<file path="src/design/sorted_interval_set_macros.svh">
// assertion macros used by the interval set top module
`ifndef SORTED_INTERVAL_SET_MACROS_SVH
`define SORTED_INTERVAL_SET_MACROS_SVH

// clocked check, idle during reset
`define SIS_ASSERT(lbl, prop, msg) \
    lbl: assert property (@(posedge i_clk) disable iff (!i_rst_n) (prop)) else $error(msg);

// clocked implication, idle during reset
`define SIS_IMPLY(lbl, cond, prop, msg) \
    lbl: assert property (@(posedge i_clk) disable iff (!i_rst_n) (cond) |-> (prop)) \
        else $error(msg);

`endif

</file>
<file path="src/design/sis_pkg.sv">
// types and constants of the interval set
`default_nettype none
package sis_pkg;
    localparam int MAX_RANGES = 64;
    localparam int IDX_W      = $clog2(MAX_RANGES);
    localparam int CNT_W      = $clog2(MAX_RANGES + 1);
    localparam int VAL_W      = 32;

    typedef enum logic [1:0] {
        OP_INSERT = 2'd0,
        OP_REMOVE = 2'd1,
        OP_QUERY  = 2'd2
    } t_op;

    typedef enum logic [2:0] {
        S_IDLE,
        S_SCAN,
        S_DECIDE,
        S_WR1,
        S_WR2,
        S_RESP
    } t_state;

    typedef struct packed {
        logic [VAL_W-1:0] lo;
        logic [VAL_W-1:0] hi;
    } t_range;

    typedef struct packed {
        logic             found_k;
        logic [IDX_W-1:0] k_idx;
        t_range           k_rng;
        logic             found_l;
        logic [IDX_W-1:0] l_idx;
        logic [VAL_W-1:0] l_lo;
        logic             found_r;
        logic [IDX_W-1:0] r_idx;
        logic [VAL_W-1:0] r_hi;
        t_range           last;
    } t_scan_res;
endpackage
`default_nettype wire

</file>
<file path="src/design/sis_scan.sv">
// compares each range read from the table against the lookup value
`default_nettype none
module sis_scan import sis_pkg::*; (
    input  wire logic             i_clk,
    input  wire logic             i_rst_n,
    input  wire logic             i_clear,
    input  wire logic             i_rd_valid,
    input  wire logic [IDX_W-1:0] i_rd_idx,
    input  wire t_range           i_rd_data,
    input  wire logic [VAL_W-1:0] i_value,
    output t_scan_res             o_res
);
    t_scan_res r_res;
    t_scan_res n_res;
    logic      hit_k;
    logic      hit_l;
    logic      hit_r;

    always_comb begin
        hit_k = (i_rd_data.lo <= i_value) && (i_value <= i_rd_data.hi);
        // neighbor tests never wrap at the ends of the number range
        hit_l = (i_rd_data.hi != '1) && ((i_rd_data.hi + VAL_W'(1)) == i_value);
        hit_r = (i_rd_data.lo != '0) && ((i_rd_data.lo - VAL_W'(1)) == i_value);
        n_res = r_res;
        if (i_clear) begin
            n_res.found_k = 1'b0;
            n_res.found_l = 1'b0;
            n_res.found_r = 1'b0;
        end else if (i_rd_valid) begin
            n_res.last = i_rd_data;
            if (hit_k) begin
                n_res.found_k = 1'b1;
                n_res.k_idx   = i_rd_idx;
                n_res.k_rng   = i_rd_data;
            end
            if (hit_l) begin
                n_res.found_l = 1'b1;
                n_res.l_idx   = i_rd_idx;
                n_res.l_lo    = i_rd_data.lo;
            end
            if (hit_r) begin
                n_res.found_r = 1'b1;
                n_res.r_idx   = i_rd_idx;
                n_res.r_hi    = i_rd_data.hi;
            end
        end
    end

    always_ff @(posedge i_clk) begin
        if (!i_rst_n) begin
            r_res <= '0;
        end else begin
            r_res <= n_res;
        end
    end

    assign o_res = r_res;
endmodule
`default_nettype wire

</file>
<file path="config.mk">
export PLATFORM = sky130hd
export DESIGN_NAME = sis_scan
export DESIGN_NICKNAME = d
export VERILOG_FILES = /design/src/design/sorted_interval_set_macros.svh /design/src/design/sis_pkg.sv /design/src/design/sis_scan.sv
export SDC_FILE = /design/constraint.sdc
export NUM_CORES = 1
export LEC_CHECK = 0
export BUFFER_PORTS_ARGS = -buffer_cell sky130_fd_sc_hd__buf_2
export CAP_MARGIN = 20
export CORE_MARGIN = 1.5
export CORE_UTILIZATION = 41
export CTS_CLUSTER_DIAMETER = 100
export DETAILED_ROUTE_END_ITERATION = 10
export PLACE_DENSITY = 0.72
export RECOVER_POWER = 100
export SLEW_MARGIN = 20
export SYNTH_ARGS = -nofsm -noshare
export SYNTH_HDL_FRONTEND = slang
export SYNTH_SLANG_ARGS = --single-unit
</file>
<file path="constraint.sdc">
create_clock -name i_clk -period 5.4 [get_ports i_clk]
set_clock_uncertainty 0.1 [all_clocks]
set_input_delay 1.08 -clock i_clk [delete_from_list [all_inputs] [get_ports i_clk]]
set_output_delay 1.08 -clock i_clk [all_outputs]
set_load 0.01 [all_outputs]
</file>
======== Yosys cells after proc, flatten, opt, wreduce, memory -nomap -nowiden ========
Cells that the tools add are included.
W data, S select, Z words.
storage, ports and cells
  bits in registers ....................... 213
  input bits .............................. 106
  output and inout port bits .............. 213
  word-level logic and storage cells ...... 33
operators by class
  $add $sub $neg .......................... 2
  $lt $le $gt $ge ......................... 2
  equality and inequality tests ........... 3
  bitwise logic cells ..................... 2
  reductions and logical operators ........ 12
operators by type and width
  kind                     count
  $eq A32 B32 Y1           2
  $le A32 B32 Y1           2
  $add A32 B1 Y32 const B  1
  $ne A32 B32 Y1 const B   1
  $reduce_bool A32 Y1      1
  $sub A32 B1 Y32 const B  1
  $reduce_and A3 Y1        3
  $reduce_and A2 Y1        4
  $logic_and A1 B1 Y1      3
  $not A1 Y1               2
  $reduce_or A2 Y1         1

======== Depth between registers and ports, before layout ========
  depth after elaboration ................. 4
  gate-level depth with buffers ........... 13
  gate-level depth less buffers ........... 10

======== Worst setup path before layout ========
No wires, ideal clock.
  path kind ............................... input -> register
  from .................................... input port i_rd_data[19] in the netlist's numbering
  to ...................................... register r_res, in the netlist o_res[119]
  library setup time ...................... 120 ps
  data arrival time ....................... 3,851 ps
  required time ........................... 5,180 ps
  setup slack ............................. 1,330 ps
  cell stages on the path ................. 12
  buffers on the path ..................... 4
  path through ............................ clkbuf_1 > nand3_1 > or3_1 > or4_1 > xnor2_1 > nor4_1 > nand4_1 > or4b_1 > clkbuf_1 > buf_6 > buf_6 > mux2i_1
on the way
  word-level cells in the longest chain between the ends .. 4
  elaborated cells on any way between the ends .. 5
  classes of those cells .................. add/sub: 1; eq/ne: 2; reduce/logical: 2
RTL lines
  element                          line            text
  start, declared                  sis_scan.sv:9   input wire t_range i_rd_data,
  $add A32 B1 Y32                  sis_scan.sv:22  hit_l = (i_rd_data.hi != '1) && ((i_rd_data.hi + VAL_W'(1)) == i_value);
  $eq A32 B32 Y1                   sis_scan.sv:22
  $logic_and A1 B1 Y1 (*)          sis_scan.sv:22
  $reduce_and A3 Y1 (no line) (*)  n/a
  end signal, assigned             sis_scan.sv:53  r_res <= n_res;
  end, declared                    sis_scan.sv:13  t_scan_res r_res;
Every way passes the cells marked *; elsewhere a longest branch is shown, timed or not.
A chain may end at the register's enable or synchronous reset.

======== Final worst setup path ========
  from .................................... input port i_value[27]
  to ...................................... register r_res, in the netlist o_res[206]
on the way
  word-level cells in the longest chain between the ends .. 3
  elaborated cells on any way between the ends .. 4
  classes of those cells .................. order compare: 2; reduce/logical: 2
RTL lines
  element                          line            text
  start, declared                  sis_scan.sv:10  input wire logic [VAL_W-1:0] i_value,
  $le A32 B32 Y1                   sis_scan.sv:20  hit_k = (i_rd_data.lo <= i_value) && (i_value <= i_rd_data.hi);
  $logic_and A1 B1 Y1 (*)          sis_scan.sv:20
  $reduce_and A3 Y1 (no line) (*)  n/a
Marked as above.

==> run summary <==
=================================================================================
Commonest non-fill, non-tap cell in the layout                            nand2_1
Port Buf Inserts                                                              318
Die area                                                             0.02952 sq mm
Vias per cell                                                               5.364
Crit path kind                                                             in2reg
Post-Route WL                                                           38,490 um
TritonCTS clock tree                                                          yes
Number of buffers on the longest clock path                                     3
Clk sinks                                                                     213
Capturing element type of the critical path                             flip-flop
Final Wtd Congestion                                                       0.9018
Capture instance of the worst register-to-register path                o_res[141]
Final setup violation count                                                     0
Largest voltage drop on the vdd net                                     0.1990 mV
Clock latency at the later pin of the worst-skew pair                     0.52 ns
Die boundary height                                                      171.8 um
Synth Cell Area                                                      0.01168 sq mm
Drt first-iter violations                                                     849
Post-layout net count                                                       1,863
Hold crit path type                                                       reg2reg
Area inside the core boundary                                        0.02793 sq mm
Cell with the largest stage delay on the worst path                      clkbuf_1
Most frequent CP cell                                                    clkbuf_1
End of the worst hold path                                              o_res[44]
Pin count of the biggest net entering global routing                          111
Period minus WS final                                                    4.615 ns
Hold violation total from the final report                                      0
Worst-path maximum fanout                                                      25
Max Slew Vio Count                                                             65
Worst slew margin                                                         -114.8%
Antenna violations before repair                                                6
Max-cap violations                                                              1
Number of flip-flops and latches in the synthesized netlist                   213
Setup repair after global routing missed its margin                            no
Crit start category                                                    input port
Via total after detailed routing                                           11,190
Overall power after layout                                               3.952 mW
Launching point of the worst reg2reg path                              o_res[141]
Width of the die                                                         171.8 um
Total number of yosys warnings                                                  0
Worst hold start                                                        o_res[44]
Violated checks                                                      capacitance limit, slew limit
Share of the core filled with cells                                        50.26%
H-tree levels                                                                   1
Power per cell area                                                  281.5 mW/mm^2
Post-DRT Antenna Nets                                                           0
Hold buffer count at cts                                                        0
Grt total ovfl                                                                  0
Via count of the first global-routing pass                                 10,650
Static leakage power                                                     6.352 nW
Post-route clock period utilization                                        85.46%
Std cell rows                                                                  61
Flip-flop count of the largest register after layout                          213
Max Clk Rate                                                            216.7 MHz
Syn Inst Count                                                              1,427
Wirelength per Cell                                                      18.44 um
Post-route setup slack                                                  0.7850 ns
Post-Synthesis Net Count                                                    1,600
Router iterations before antenna repair                                         5
Buffer cell driving the clock tree root                                 clkbuf_16
Crit path largest cell delay                                              1.13 ns
Number of enable flip-flop cells after synthesis                                0
Number of instances resized during post-cts repair                              0
Remaining DRCs                                                                  0
Data required, critical path                                              5.74 ns
Chain of cells forming the critical path                             clkbuf_1 -> inv_1 -> ha_1 -> nand4_1 -> or4_1 -> a31oi_1 -> o21bai_1 -> nand3_4 -> clkbuf_1 -> mux2i_1
Most frequent cells in the layout                                    nand2_1, clkbuf_1, dfxtp_1, mux2i_1
Synthesis-to-layout area growth                                            20.19%
Run status                                                           complete, but fails checks
Most used flip-flop cell after synthesis                                  dfxtp_1
Pre-CTS worst setup slack                                               0.7386 ns
Register-to-Register Path Depth                                                 2
First-pass GRT wire length                                              57,840 um
Post-CTS Setup Repair Bufs                                                      0
Clock buffers created by TritonCTS                                             24
Transition time at the pin with the least slew margin                    3.222 ns
Number of distinct library cells after synthesis                               67
Fraction of layout cells with a size suffix above 1                        9.959%
Register clock-pin slew on the reported worst setup and hold paths        0.06 ns
Starting utilization of the core area                                      41.82%
Setup slack of the most critical reg-to-reg path                          4.62 ns
Placed wire-length estimate after detailed placement                    28,730 um
Syn Area/Cell                                                         8.187 sq um
Total negative slack                                                         0 ns
I/O pins                                                                      319
Sequential element share of the synthesized area                           36.50%
Overall routing resource usage                                             25.15%
Synth async-reset ratio                                                        0%
WP data arrival                                                           4.95 ns
Worst hold stages                                                               2
=================================================================================
[report_power, final]
| part | switching [mW] | total (mW) | leakage (nW) | internal [mW] |
|---|---|---|---|---|
| logic | 0.379 | 0.588 | 4.21 | 0.209 |
| registers | 0.0211 | 1.64 | 1.73 | 1.61 |
| clock network | 0.674 | 1.73 | 0.416 | 1.05 |
[through the flow]
stage	cells	instance area [sq um]	hold WS, ns
5_1_grt	2085	14040	0.3721
6_report	2087	14040	0.3522
2_1_floorplan	1427	11680	0.3695
3_3_place_gp	2042	13490	0.3396
3_5_place_dp	2042	13490	0.3433
4_1_cts	2085	14340	0.3526
[cell usage after synthesis, types with 5 or more instances]
library cell	number	area, sq um
nand3_1	25	125.1
nor4_1	25	156.4
inv_1	67	251.5
buf_2	13	65.06
buf_1	10	37.54
mux2i_1	150	1501
a31oi_1	10	62.56
xor2_1	27	236.5
nor2_1	35	131.4
nand4_1	35	219.0
a21oi_1	100	500.5
o21ai_0	15	75.07
xnor2_1	51	446.7
clkbuf_1	64	240.2
o31ai_1	6	45.04
and2_1	6	37.54
or3_1	9	56.30
nor3_1	17	85.08
nor2b_1	8	50.05
dfxtp_1	213	4264
a21o_1	11	82.58
a211oi_1	10	75.07
and4_1	5	43.79
nand2_1	369	1385
ha_1	67	838.3
or4_1	9	67.56
[worst max path at each step]
| stage | start | to | cells after the start |
|---|---|---|---|
| 6_report | i_value[27] | o_res[206] | 10 |
| 5_1_grt | i_value[27] | o_res[209] | 10 |
| 4_1_cts | i_rd_data[0] | o_res[111] | 11 |
| 3_5_place_dp | i_rd_data[0] | o_res[125] | 11 |
| 3_3_place_gp | i_rd_data[0] | o_res[115] | 11 |
| 2_1_floorplan | i_rd_data[19] | o_res[119] | 12 |
[critical path: cells and delay by family]
kind	cells	cell delay, ns
buffers and inverters	3	1.60
and+or+nand+nor	3	1.21
AOI/OAI and AO/OA	2	0.39
adders and majority gates	1	0.35
muxes	1	0.29
[per-layer routing]
layer	up-vias	global-route usage (%)	wire (um)
li1	5425	-	-
met1	5296	31.27	16540
met2	387	42.88	17890
met3	78	5.867	2783
met4	8	7.940	1228
met5	-	0	45
[layout make-up]
cell class | instances | area (sq um)
fill | 2855 | 13890
clock inverter | 12 | 147.6
multi-input combinational | 1054 | 6787
clock buffer | 31 | 698.2
timing repair buffer | 329 | 1411
inverter | 68 | 255.2
sequential | 213 | 4264
antenna | 2 | 5.005
tap | 378 | 473.0
[logic make-up after synthesis]
logic type      share of synthesized area [%]
flops                                   36.50
mux                                     13.24
xor+xnor                                5.848
fa+ha+maj                               7.176
buf+inv                                 5.537
compound gates                          9.693
simple gates                            22.01
No activity file was read; power rests on OpenSTA's default activity.
